$ cat src/hdl/bpag_pkg.sv
// Package: constants, tables, state type and control structs of the angle-gap block
package bpag_pkg;

   localparam int MAX_NEIGHBORS = 32;
   localparam int ANGLE_BITS    = 16;
   localparam int ADDR_W        = $clog2(MAX_NEIGHBORS);
   localparam int CNT_W         = $clog2(MAX_NEIGHBORS + 1);
   localparam int GAP_W         = ANGLE_BITS + 1;

   localparam int COORD_W  = 24;
   localparam int AXIS_W   = 18;
   localparam int THR_W    = 17;
   localparam int DIFF_W   = COORD_W + 1;
   localparam int PROD_W   = DIFF_W + AXIS_W;
   localparam int PROJ_W   = PROD_W + 1;
   localparam int CORD_W   = PROJ_W + 3;
   localparam int ACC_W    = 32;
   localparam int STEP_W   = 5;

   localparam int MUL_STEPS    = 6;
   localparam int CORDIC_STEPS = 28;
   localparam int NUM_REGS     = 7;

   localparam logic [2:0] REG_U_X = 3'd0;
   localparam logic [2:0] REG_U_Y = 3'd1;
   localparam logic [2:0] REG_U_Z = 3'd2;
   localparam logic [2:0] REG_V_X = 3'd3;
   localparam logic [2:0] REG_V_Y = 3'd4;
   localparam logic [2:0] REG_V_Z = 3'd5;
   localparam logic [2:0] REG_THR = 3'd6;

   typedef enum logic [3:0] {
      ST_IDLE, ST_MUL, ST_PREP, ST_CORDIC, ST_ROUND, ST_INS_CHK, ST_INS_RD,
      ST_INS_CMP, ST_LAST_CHK, ST_SCAN_RD, ST_SCAN_CMP, ST_WRAP, ST_FIN
   } state_type;

   typedef struct packed {
      logic              load;
      logic              mul_en;
      logic              acc_en;
      logic [STEP_W-1:0] step;
      logic              cordic_init;
      logic              cordic_en;
      logic              round_en;
      logic              ins_start;
      logic              ins_rd;
      logic              ins_shift;
      logic              ins_put;
      logic              drop_set;
      logic              scan_start;
      logic              scan_rd;
      logic              scan_cmp;
      logic              wrap_en;
      logic              out_load;
   } cmd_type;

   typedef struct packed {
      logic proj_zero;
      logic count_full;
      logic pos_zero;
      logic rd_gt;
      logic last;
      logic scan_ok;
      logic scan_last;
      logic out_busy;
   } status_type;

   // arctangent of 2^-i in units of 2^-32 turn
   function automatic logic [ACC_W-1:0] atan_turn(input logic [STEP_W-1:0] i);
      logic [ACC_W-1:0] r;
      case (i)
         5'd0:    r = 32'd536870912;
         5'd1:    r = 32'd316933406;
         5'd2:    r = 32'd167458907;
         5'd3:    r = 32'd85004756;
         5'd4:    r = 32'd42667331;
         5'd5:    r = 32'd21354465;
         5'd6:    r = 32'd10679838;
         5'd7:    r = 32'd5340245;
         5'd8:    r = 32'd2670163;
         5'd9:    r = 32'd1335087;
         5'd10:   r = 32'd667544;
         5'd11:   r = 32'd333772;
         5'd12:   r = 32'd166886;
         5'd13:   r = 32'd83443;
         5'd14:   r = 32'd41722;
         5'd15:   r = 32'd20861;
         5'd16:   r = 32'd10430;
         5'd17:   r = 32'd5215;
         5'd18:   r = 32'd2608;
         5'd19:   r = 32'd1304;
         5'd20:   r = 32'd652;
         5'd21:   r = 32'd326;
         5'd22:   r = 32'd163;
         5'd23:   r = 32'd81;
         5'd24:   r = 32'd41;
         5'd25:   r = 32'd20;
         5'd26:   r = 32'd10;
         5'd27:   r = 32'd5;
         default: r = '0;
      endcase
      return r;
   endfunction

endpackage

$ cat src/hdl/boundary_point_angle_gap.sv
// Top level: boundary point test by largest angular gap of neighbour offsets
//
// Feed a query set as a run of neighbour transactions on the req_ channel; the
// query point is taken from the first transaction of the set and last_nbr
// closes it. Each neighbour offset is projected onto the plane axes u and v
// with one shared 25x18 multiplier (six products, u then v), turned
// into a 16-bit fraction-of-a-turn angle by a 28-iteration CORDIC, and
// insertion-sorted into a 32-entry angle memory, moving one entry at a
// time past each stored angle that sits above it. A neighbour whose
// projection is zero on both axes skips the CORDIC and the insert. On
// the closing transaction the angles are scanned in order, and a single rsp_
// transaction carries the largest gap, the kept count and the overflow flag.
// Sets with fewer than three neighbours or no kept angle report a zero gap.
// A finished result waits in its own register, so a new set may start while
// the result is still held. Write the csr_ registers only while idle.
module boundary_point_angle_gap import bpag_pkg::*; (
   input  logic                      clock,
   input  logic                      reset,
   input  logic                      csr_we,
   input  logic [2:0]                csr_addr,
   input  logic [AXIS_W-1:0]         csr_wdata,
   input  logic                      req_valid,
   output logic                      req_ready,
   input  logic signed [COORD_W-1:0] req_query_x,
   input  logic signed [COORD_W-1:0] req_query_y,
   input  logic signed [COORD_W-1:0] req_query_z,
   input  logic signed [COORD_W-1:0] req_nbr_x,
   input  logic signed [COORD_W-1:0] req_nbr_y,
   input  logic signed [COORD_W-1:0] req_nbr_z,
   input  logic                      req_last_nbr,
   output logic                      rsp_valid,
   input  logic                      rsp_ready,
   output logic                      rsp_is_boundary,
   output logic [GAP_W-1:0]          rsp_max_gap,
   output logic [CNT_W-1:0]          rsp_kept_count,
   output logic                      rsp_overflow
);

   cmd_type    cmd;
   status_type status;

   // sequencer: one neighbour transaction at a time
   bpag_ctrl u_ctrl (
      .clock     (clock),
      .reset     (reset),
      .req_valid (req_valid),
      .req_ready (req_ready),
      .status    (status),
      .cmd       (cmd)
   );

   // arithmetic, angle memory and result register
   bpag_dp u_dp (
      .clock           (clock),
      .reset           (reset),
      .cmd             (cmd),
      .status          (status),
      .csr_we          (csr_we),
      .csr_addr        (csr_addr),
      .csr_wdata       (csr_wdata),
      .req_query_x     (req_query_x),
      .req_query_y     (req_query_y),
      .req_query_z     (req_query_z),
      .req_nbr_x       (req_nbr_x),
      .req_nbr_y       (req_nbr_y),
      .req_nbr_z       (req_nbr_z),
      .req_last_nbr    (req_last_nbr),
      .rsp_valid       (rsp_valid),
      .rsp_ready       (rsp_ready),
      .rsp_is_boundary (rsp_is_boundary),
      .rsp_max_gap     (rsp_max_gap),
      .rsp_kept_count  (rsp_kept_count),
      .rsp_overflow    (rsp_overflow)
   );

endmodule

$ cat src/hdl/bpag_ctrl.sv
// Controller: sequences projection, CORDIC, sorted insert and gap scan
module bpag_ctrl import bpag_pkg::*; (
   input  logic       clock,
   input  logic       reset,
   input  logic       req_valid,
   output logic       req_ready,
   input  status_type status,
   output cmd_type    cmd
);

   state_type         state_ff, state_in;
   logic [STEP_W-1:0] step_ff, step_in;

   always_ff @(posedge clock) begin
      if (reset) begin
         state_ff <= ST_IDLE;
         step_ff  <= '0;
      end else begin
         state_ff <= state_in;
         step_ff  <= step_in;
      end
   end

   always_comb begin
      state_in  = state_ff;
      step_in   = step_ff;
      cmd       = '0;
      cmd.step  = step_ff;
      req_ready = 1'b0;
      case (state_ff)
         ST_IDLE: begin
            req_ready = 1'b1;
            if (req_valid) begin
               cmd.load = 1'b1;
               step_in  = '0;
               state_in = ST_MUL;
            end
         end
         ST_MUL: begin
            cmd.mul_en = (step_ff < STEP_W'(MUL_STEPS));
            cmd.acc_en = (step_ff != '0);
            if (step_ff == STEP_W'(MUL_STEPS)) begin
               step_in  = '0;
               state_in = ST_PREP;
            end else begin
               step_in = step_ff + 1'b1;
            end
         end
         ST_PREP: begin
            if (status.proj_zero) begin
               state_in = ST_LAST_CHK;
            end else begin
               cmd.cordic_init = 1'b1;
               state_in        = ST_CORDIC;
            end
         end
         ST_CORDIC: begin
            cmd.cordic_en = 1'b1;
            if (step_ff == STEP_W'(CORDIC_STEPS - 1)) begin
               step_in  = '0;
               state_in = ST_ROUND;
            end else begin
               step_in = step_ff + 1'b1;
            end
         end
         ST_ROUND: begin
            cmd.round_en = 1'b1;
            state_in     = ST_INS_CHK;
         end
         ST_INS_CHK: begin
            if (status.count_full) begin
               cmd.drop_set = 1'b1;
               state_in     = ST_LAST_CHK;
            end else begin
               cmd.ins_start = 1'b1;
               state_in      = ST_INS_RD;
            end
         end
         ST_INS_RD: begin
            if (status.pos_zero) begin
               cmd.ins_put = 1'b1;
               state_in    = ST_LAST_CHK;
            end else begin
               cmd.ins_rd = 1'b1;
               state_in   = ST_INS_CMP;
            end
         end
         ST_INS_CMP: begin
            if (status.rd_gt) begin
               cmd.ins_shift = 1'b1;
               state_in      = ST_INS_RD;
            end else begin
               cmd.ins_put = 1'b1;
               state_in    = ST_LAST_CHK;
            end
         end
         ST_LAST_CHK: begin
            if (!status.last) begin
               state_in = ST_IDLE;
            end else if (status.scan_ok) begin
               cmd.scan_start = 1'b1;
               state_in       = ST_SCAN_RD;
            end else begin
               state_in = ST_FIN;
            end
         end
         ST_SCAN_RD: begin
            cmd.scan_rd = 1'b1;
            state_in    = ST_SCAN_CMP;
         end
         ST_SCAN_CMP: begin
            cmd.scan_cmp = 1'b1;
            state_in     = status.scan_last ? ST_WRAP : ST_SCAN_RD;
         end
         ST_WRAP: begin
            cmd.wrap_en = 1'b1;
            state_in    = ST_FIN;
         end
         ST_FIN: begin
            if (!status.out_busy) begin
               cmd.out_load = 1'b1;
               state_in     = ST_IDLE;
            end
         end
         default: begin
            state_in = ST_IDLE;
         end
      endcase
   end

endmodule

$ cat src/hdl/bpag_dp.sv
// Datapath: registers, projection multiplier, CORDIC, angle store and gap scan
module bpag_dp import bpag_pkg::*; (
   input  logic                      clock,
   input  logic                      reset,
   input  cmd_type                   cmd,
   output status_type                status,
   input  logic                      csr_we,
   input  logic [2:0]                csr_addr,
   input  logic [AXIS_W-1:0]         csr_wdata,
   input  logic signed [COORD_W-1:0] req_query_x,
   input  logic signed [COORD_W-1:0] req_query_y,
   input  logic signed [COORD_W-1:0] req_query_z,
   input  logic signed [COORD_W-1:0] req_nbr_x,
   input  logic signed [COORD_W-1:0] req_nbr_y,
   input  logic signed [COORD_W-1:0] req_nbr_z,
   input  logic                      req_last_nbr,
   output logic                      rsp_valid,
   input  logic                      rsp_ready,
   output logic                      rsp_is_boundary,
   output logic [GAP_W-1:0]          rsp_max_gap,
   output logic [CNT_W-1:0]          rsp_kept_count,
   output logic                      rsp_overflow
);

   logic signed [AXIS_W-1:0]  axis_ff [MUL_STEPS];
   logic [THR_W-1:0]          thr_ff;
   logic signed [COORD_W-1:0] q_ff [3];
   logic signed [DIFF_W-1:0]  d_ff [3];
   logic [1:0]                seen_ff;
   logic                      last_ff;
   logic [CNT_W-1:0]          count_ff;
   logic                      drop_ff;
   logic signed [PROD_W-1:0]  prod_ff;
   logic signed [PROJ_W-1:0]  pu_ff, pv_ff;
   logic signed [CORD_W-1:0]  cx_ff, cy_ff;
   logic [ACC_W-1:0]          acc_ff;
   logic [ANGLE_BITS-1:0]     angle_ff;
   logic [CNT_W-1:0]          pos_ff;
   logic [ANGLE_BITS-1:0]     mem [MAX_NEIGHBORS];
   logic [ANGLE_BITS-1:0]     rd_ff;
   logic [ADDR_W-1:0]         rd_addr;
   logic [ADDR_W-1:0]         idx_ff;
   logic [ANGLE_BITS-1:0]     first_ff, prev_ff;
   logic [GAP_W-1:0]          max_ff;
   logic                      rsp_valid_ff;
   logic                      rsp_bnd_ff, rsp_ovf_ff;
   logic [GAP_W-1:0]          rsp_gap_ff;
   logic [CNT_W-1:0]          rsp_cnt_ff;

   logic signed [COORD_W-1:0] qsel [3];
   logic signed [COORD_W-1:0] nbr  [3];
   logic signed [DIFF_W-1:0]  d_sel;
   logic signed [AXIS_W-1:0]  a_sel;
   logic signed [PROD_W-1:0]  mul_w;
   logic signed [PROJ_W-1:0]  prod_ext;
   logic signed [CORD_W-1:0]  xs, ys;
   logic [ACC_W-1:0]          rnd_sum;
   logic [ANGLE_BITS-1:0]     diff_w;
   logic [GAP_W-1:0]          wrap_w;

   assign nbr[0]  = req_nbr_x;
   assign nbr[1]  = req_nbr_y;
   assign nbr[2]  = req_nbr_z;
   assign qsel[0] = (seen_ff == 2'd0) ? req_query_x : q_ff[0];
   assign qsel[1] = (seen_ff == 2'd0) ? req_query_y : q_ff[1];
   assign qsel[2] = (seen_ff == 2'd0) ? req_query_z : q_ff[2];

   // u products first, then v products
   always_comb begin
      case (cmd.step)
         5'd0, 5'd3: d_sel = d_ff[0];
         5'd1, 5'd4: d_sel = d_ff[1];
         5'd2, 5'd5: d_sel = d_ff[2];
         default:    d_sel = d_ff[0];
      endcase
      if (cmd.step < STEP_W'(MUL_STEPS)) a_sel = axis_ff[cmd.step[2:0]];
      else                                a_sel = axis_ff[0];
   end

   assign mul_w    = d_sel * a_sel;
   assign prod_ext = {{(PROJ_W-PROD_W){prod_ff[PROD_W-1]}}, prod_ff};
   assign xs       = cx_ff >>> cmd.step;
   assign ys       = cy_ff >>> cmd.step;
   assign rnd_sum  = acc_ff + (ACC_W'(1) << (ACC_W - ANGLE_BITS - 1));
   assign rd_addr  = cmd.scan_rd ? idx_ff : ADDR_W'(pos_ff - 1'b1);
   assign diff_w   = rd_ff - prev_ff;
   assign wrap_w   = (GAP_W'(1) << ANGLE_BITS) - {1'b0, prev_ff} + {1'b0, first_ff};

   // configuration registers
   always_ff @(posedge clock) begin
      if (reset) begin
         axis_ff[0] <= AXIS_W'(65536);
         axis_ff[1] <= '0;
         axis_ff[2] <= '0;
         axis_ff[3] <= '0;
         axis_ff[4] <= AXIS_W'(65536);
         axis_ff[5] <= '0;
         thr_ff     <= THR_W'(16384);
      end else if (csr_we) begin
         case (csr_addr)
            REG_U_X: axis_ff[0] <= csr_wdata;
            REG_U_Y: axis_ff[1] <= csr_wdata;
            REG_U_Z: axis_ff[2] <= csr_wdata;
            REG_V_X: axis_ff[3] <= csr_wdata;
            REG_V_Y: axis_ff[4] <= csr_wdata;
            REG_V_Z: axis_ff[5] <= csr_wdata;
            REG_THR: thr_ff     <= csr_wdata[THR_W-1:0];
            default: ;
         endcase
      end
   end

   // set state
   always_ff @(posedge clock) begin
      if (reset) begin
         seen_ff  <= '0;
         count_ff <= '0;
         drop_ff  <= 1'b0;
         q_ff[0]  <= '0;
         q_ff[1]  <= '0;
         q_ff[2]  <= '0;
      end else begin
         if (cmd.load) begin
            if (seen_ff != 2'd3) seen_ff <= seen_ff + 1'b1;
            q_ff[0] <= qsel[0];
            q_ff[1] <= qsel[1];
            q_ff[2] <= qsel[2];
         end
         if (cmd.ins_put)  count_ff <= count_ff + 1'b1;
         if (cmd.drop_set) drop_ff  <= 1'b1;
         if (cmd.out_load) begin
            seen_ff  <= '0;
            count_ff <= '0;
            drop_ff  <= 1'b0;
         end
      end
   end

   // arithmetic and scan registers
   always_ff @(posedge clock) begin
      if (cmd.load) begin
         for (int k = 0; k < 3; k++) begin
            d_ff[k] <= DIFF_W'(nbr[k]) - DIFF_W'(qsel[k]);
         end
         last_ff <= req_last_nbr;
         pu_ff   <= '0;
         pv_ff   <= '0;
         max_ff  <= '0;
      end
      if (cmd.mul_en) prod_ff <= mul_w;
      if (cmd.acc_en) begin
         if (cmd.step <= STEP_W'(3)) pu_ff <= pu_ff + prod_ext;
         else                        pv_ff <= pv_ff + prod_ext;
      end
      if (cmd.cordic_init) begin
         if (pu_ff < 0) begin
            cx_ff  <= -CORD_W'(pu_ff);
            cy_ff  <= -CORD_W'(pv_ff);
            acc_ff <= 32'h8000_0000;
         end else begin
            cx_ff  <= CORD_W'(pu_ff);
            cy_ff  <= CORD_W'(pv_ff);
            acc_ff <= '0;
         end
      end
      if (cmd.cordic_en) begin
         if (cy_ff > 0) begin
            cx_ff  <= cx_ff + ys;
            cy_ff  <= cy_ff - xs;
            acc_ff <= acc_ff + atan_turn(cmd.step);
         end else begin
            cx_ff  <= cx_ff - ys;
            cy_ff  <= cy_ff + xs;
            acc_ff <= acc_ff - atan_turn(cmd.step);
         end
      end
      if (cmd.round_en)  angle_ff <= rnd_sum[ACC_W-1 -: ANGLE_BITS];
      if (cmd.ins_start) pos_ff   <= count_ff;
      if (cmd.ins_shift) pos_ff   <= pos_ff - 1'b1;
      if (cmd.scan_start) begin
         idx_ff <= '0;
         max_ff <= '0;
      end
      if (cmd.scan_cmp) begin
         if (idx_ff == '0) first_ff <= rd_ff;
         else if (GAP_W'(diff_w) > max_ff) max_ff <= GAP_W'(diff_w);
         prev_ff <= rd_ff;
         idx_ff  <= idx_ff + 1'b1;
      end
      if (cmd.wrap_en && (wrap_w > max_ff)) max_ff <= wrap_w;
   end

   // angle store: one write, one registered read
   always_ff @(posedge clock) begin
      if (cmd.ins_shift)    mem[pos_ff[ADDR_W-1:0]] <= rd_ff;
      else if (cmd.ins_put) mem[pos_ff[ADDR_W-1:0]] <= angle_ff;
      if (cmd.ins_rd || cmd.scan_rd) rd_ff <= mem[rd_addr];
   end

   // result register
   always_ff @(posedge clock) begin
      if (reset) begin
         rsp_valid_ff <= 1'b0;
      end else if (cmd.out_load) begin
         rsp_valid_ff <= 1'b1;
      end else if (rsp_ready) begin
         rsp_valid_ff <= 1'b0;
      end
   end

   always_ff @(posedge clock) begin
      if (cmd.out_load) begin
         rsp_bnd_ff <= (max_ff > thr_ff);
         rsp_gap_ff <= max_ff;
         rsp_cnt_ff <= count_ff;
         rsp_ovf_ff <= drop_ff;
      end
   end

   assign rsp_valid       = rsp_valid_ff;
   assign rsp_is_boundary = rsp_bnd_ff;
   assign rsp_max_gap     = rsp_gap_ff;
   assign rsp_kept_count  = rsp_cnt_ff;
   assign rsp_overflow    = rsp_ovf_ff;

   assign status.proj_zero  = (pu_ff == '0) && (pv_ff == '0);
   assign status.count_full = (count_ff == CNT_W'(MAX_NEIGHBORS));
   assign status.pos_zero   = (pos_ff == '0);
   assign status.rd_gt      = (rd_ff > angle_ff);
   assign status.last       = last_ff;
   assign status.scan_ok    = (seen_ff == 2'd3) && (count_ff != '0);
   assign status.scan_last  = (CNT_W'(idx_ff) + 1'b1 == count_ff);
   assign status.out_busy   = rsp_valid_ff && !rsp_ready;

endmodule

$ cat config.mk
export PLATFORM = sky130hd
export DESIGN_NAME = boundary_point_angle_gap
export DESIGN_NICKNAME = d
export VERILOG_FILES = /design/src/hdl/bpag_pkg.sv /design/src/hdl/boundary_point_angle_gap.sv /design/src/hdl/bpag_ctrl.sv /design/src/hdl/bpag_dp.sv
export SDC_FILE = /design/constraint.sdc
export NUM_CORES = 2
export LEC_CHECK = 0
export BUFFER_PORTS_ARGS = -buffer_cell sky130_fd_sc_hd__buf_2
export CORE_MARGIN = 2
export CORE_UTILIZATION = 53
export DETAILED_ROUTE_END_ITERATION = 7
export HOLD_SLACK_MARGIN = 0.06
export PLACE_DENSITY = 0.8
export REMOVE_ABC_BUFFERS = 1
export SYNTH_ARGS = -nofsm -noshare
export SYNTH_HDL_FRONTEND = slang
export SYNTH_SLANG_ARGS = --single-unit
export TNS_END_PERCENT = 100
$ cat constraint.sdc
create_clock -name clock -period 9.9 [get_ports clock]
set_clock_uncertainty 0.2 [all_clocks]
set_input_delay 1.485 -clock clock [delete_from_list [all_inputs] [get_ports clock]]
set_output_delay 1.485 -clock clock [all_outputs]
set_load 0.02 [all_outputs]
==> reports/metrics.csv <==
stage,metric,value,unit
synthesis,syn_avg_cell_area,10.6,sq um
synthesis,synthFlopType,edfxtp_1,
clock_network,cts_tree,done,
route,drt_iter0_markers,8236,
setup_path,cp-start-kind,flip-flop,
placed_design,post-dp-hpwl,197000,um
route,via_per_inst,6.38,
sta,worst_slew_pin_slew,1.32,ns
sta,relSlewSlack,11.8,%
synthesis,synthArstFlopShare,0,%
synthesis,yosys-top-cells-area,"edfxtp_1 (34%), fa_1 (9.9%), ha_1 (7.0%)",
setup_path,worstPathArrival,9.25,ns
route,antenna_left,0,
setup_path,cp_common_cell,fa_1,
synthesis,ys_seq_area_share,38.0,%
clock_network,htree_levels,3,
sta,max_freq,111,MHz
status,violations,design-rule violations,
synthesis,synth_warnings,0,
placed_design,placed_area,94800,sq um
synthesis,yosys.area.top_type,edfxtp_1,
floorplan,rows,152,
setup_path,rrSetupSlack,0.92,ns
global_route,overflow,0,
synthesis,syn_inst,8581,
clock_network,clk_pin_slew_worst_paths,0.06,ns
sta,period_share,90.7,%
clock_network,cts_hold_buffers,0,
clock_network,cts_buffers,121,
synthesis,syn_area,91100,sq um
min_path,hold_path_end,u_dp.thr_ff[4],
synthesis,yosysTopAreaCellShare,34.2,%
clock_network,clockRootBuffer,clkbuf_16,
clock_network,postCtsSetupRepairBufs,0,
flow_run,maxCapViolations,0,
global_route,grt_usage,30.3,%
global_route,first_global_vias,69400,
floorplan,die_h,419,um
global_route,grt_max_degree,129,
synthesis,synth.distinct_cells,103,
placed_design,portBuffers,197,
setup_path,crit_fanout,46,
sta,period_minus_slack,8.98,ns
route,routed_wl,269000,um
layout,synthToLayoutAreaGrowth,8.33,%
floorplan,die_area,175000,sq um
setup_path,reg2reg_from,u_ctrl.step_ff[3],
placed_design,gp_congestion,0.990,
floorplan,core,171000,sq um
sta,final_hold_viol_count,0,
status,status,finished with violations,
route,vias,70300,
floorplan,initial_core_util,53.2,%
sta,slew_viol_final,0,
min_path,holdCritStartpoint,u_dp.thr_ff[4],
layout,drive_gt1_share,11.5,%
sta,setup_viol,0,
setup_path,worstPathRequired,10.17,ns
clock_network,clk_latency,0.86,ns
sta,grt_setup_unrepaired,false,
min_path,whs_path_depth,2,
setup_path,max_stage_delay,0.90,ns
setup_path,path_class,flip-flop to flip-flop,
global_route,antenna_found_initial,14,
floorplan,io_pins,198,
clock_network,cts.sinks,1211,
route,routedWlPerCell,24.4,um
route,drtPass1Iterations,8,
setup_path,critPathCaptureType,flip-flop,
min_path,hp-class,flip-flop to flip-flop,
setup_path,cp_slowest_cell,a221oi_1,
route,route.detailed.drc,2,
global_route,grt_pass1_wl,410000,um
clock_network,ctsResizeCount,0,
layout,stdcell_area,98700,sq um
setup_path,r2r_cells,30,
floorplan,die_width,419,um
layout,final_nets,9807,
synthesis,ys_seq_elements,1211,
clock_network,cts_buffer_depth,3,
setup_path,r2r_end,u_dp.prod_ff[42],
synthesis,synth_edf_count,1037,
==> per-layer routing <==
layer  track usage, %  routed length (um)  vias to the layer above
met5                0                  67                        -
met4             10.6               10300                       10
met3             5.80               27500                      698
met2             49.3              125000                     4072
met1             40.7              106000                    34500
li1                 -                   -                    31000
==> worst max-delay path by stage <==
stage | depth (start not counted) | endpoint | from
4_1_cts | 28 | u_dp.prod_ff[42] | flip-flop
3_5_place_dp | 28 | u_dp.prod_ff[42] | flip-flop
3_3_place_gp | 29 | u_dp.prod_ff[42] | flip-flop
6_report | 30 | u_dp.prod_ff[42] | u_ctrl.step_ff[3]
2_1_floorplan | 8 | u_dp.rd_ff[14] | u_ctrl.state_ff[3]
5_1_grt | 29 | u_dp.prod_ff[36] | flip-flop
==> flip-flops by register name (all words and copies together) (netlist names), 16 cells and up, named ones only <==
| name | cells |
|---|---|
| u_dp.acc_ff | 32 |
| u_dp.angle_ff | 16 |
| u_dp.axis_ff | 108 |
| u_dp.cx_ff | 47 |
| u_dp.cy_ff | 47 |
| u_dp.d_ff | 75 |
| u_dp.first_ff | 16 |
| u_dp.max_ff | 17 |
| u_dp.mem | 512 |
| u_dp.prev_ff | 16 |
| u_dp.prod_ff | 43 |
| u_dp.pu_ff | 44 |
| u_dp.pv_ff | 44 |
| u_dp.q_ff | 72 |
| u_dp.rd_ff | 16 |
| u_dp.rsp_max_gap | 17 |
| u_dp.thr_ff | 17 |
==> cell usage after synthesis (all sizes together), types with 20 or more instances <==
library cell	n
xnor2	341
o41ai	25
mux2i	215
nand3	180
o21bai	35
edfxtp	1037
mux2	111
or4	22
and2	215
a21oi	466
nor2b	80
a22oi	42
clkbuf	273
nor4	31
a31oi	56
xor2	192
o21a	81
o211ai	52
nor2	661
o21ai	467
and3	37
nand2	817
o31ai	65
a221o	28
nand4	43
mux4	277
inv	716
or2	28
a21boi	20
a211oi	52
nor3	107
or3	45
fa	451
ha	512
buf	109
dfxtp	174
a21o	150
a221oi	37
nand2b	89
o22ai	23
==> metrics by stage <==
| stage | hold slack [ns] | setup TNS [ns] | utilization, % | cells | setup WS (ns) |
|---|---|---|---|---|---|
| detailed placement | 0.253 | 0 | 55.4 | 10800 | 1.00 |
| floorplan | 0.209 | -286.77 | - | 8199 | -9.18 |
| global placement | 0.250 | 0 | 55.4 | 10800 | 1.11 |
| CTS | 0.261 | 0 | 57.6 | 11000 | 0.998 |
| global route | 0.281 | 0 | 57.6 | 11000 | 0.547 |
| finish | 0.258 | 0 | 57.7 | 11000 | 0.920 |
==> logic make-up (layout without fill, tap and decap cells) <==
| kind of cell | after synthesis | in the layout | share of synthesized area, % |
|---|---|---|---|
| AO/OA/AOI/OAI | 1749 | 1749 | 12.2 |
| buffers and inverters | 1100 | 1296 | 4.66 |
| AND/OR/NAND/NOR | 2422 | 2422 | 12.4 |
| flip-flops | 1211 | 1211 | 38.0 |
| adder cells (fa/ha/maj) | 963 | 963 | 16.9 |
| XOR/XNOR | 533 | 533 | 5.12 |
| multiplexers | 603 | 603 | 10.6 |
| other | 0 | 8 | 0 |
==> layout make-up <==
class	instances	area (sq um)
clock inverters	67	648
flip-flops and latches	1211	34600
inverters	718	2700
well taps	2233	2790
clock buffers	160	3210
diodes	8	20.0
multi-input cells	6270	52500
repair buffers	351	2200
fillers	13900	72500
==> cell usage in the layout, fill, tap and decap left out, types with 28 or more instances in the layout <==
master	netlist	layout
nor4_1	29	28
nand3_1	180	180
nor3_1	107	104
nand2_1	817	814
ha_1	512	511
a22oi_1	42	42
clkbuf_16	0	121
nor2_1	661	655
buf_2	35	197
mux2_2	96	96
dfxtp_1	174	167
nand2b_1	89	87
a21o_1	150	150
edfxtp_1	1037	1037
o211ai_1	52	52
a31oi_1	56	56
o21a_1	81	81
a211oi_1	52	52
a21oi_1	466	463
nor2b_1	80	79
or3_1	45	45
and2_1	212	212
mux2i_1	215	212
clkbuf_1	273	35
a221oi_1	35	35
a221o_1	28	28
buf_4	7	149
and3_1	37	37
o21ai_0	434	431
xor2_1	192	192
mux4_2	272	272
fa_1	451	451
inv_1	712	711
xnor2_1	341	341
o31ai_1	64	63
o21bai_1	35	35
nand4_1	43	43
==> critical path: cells and delay by family (launching register included) <==
family | cells | cell delay, ns
AO/OA/AOI/OAI | 10 | 2.94
XOR/XNOR | 1 | 0.08
adder cells (fa/ha/maj) | 7 | 3.34
buffers and inverters | 7 | 0.76
flip-flops | 1 | 0.62
AND/OR/NAND/NOR | 5 | 0.71
Power is not shown: default switching activity piles up to over one toggle a cycle in this logic, so the estimate is an artifact.
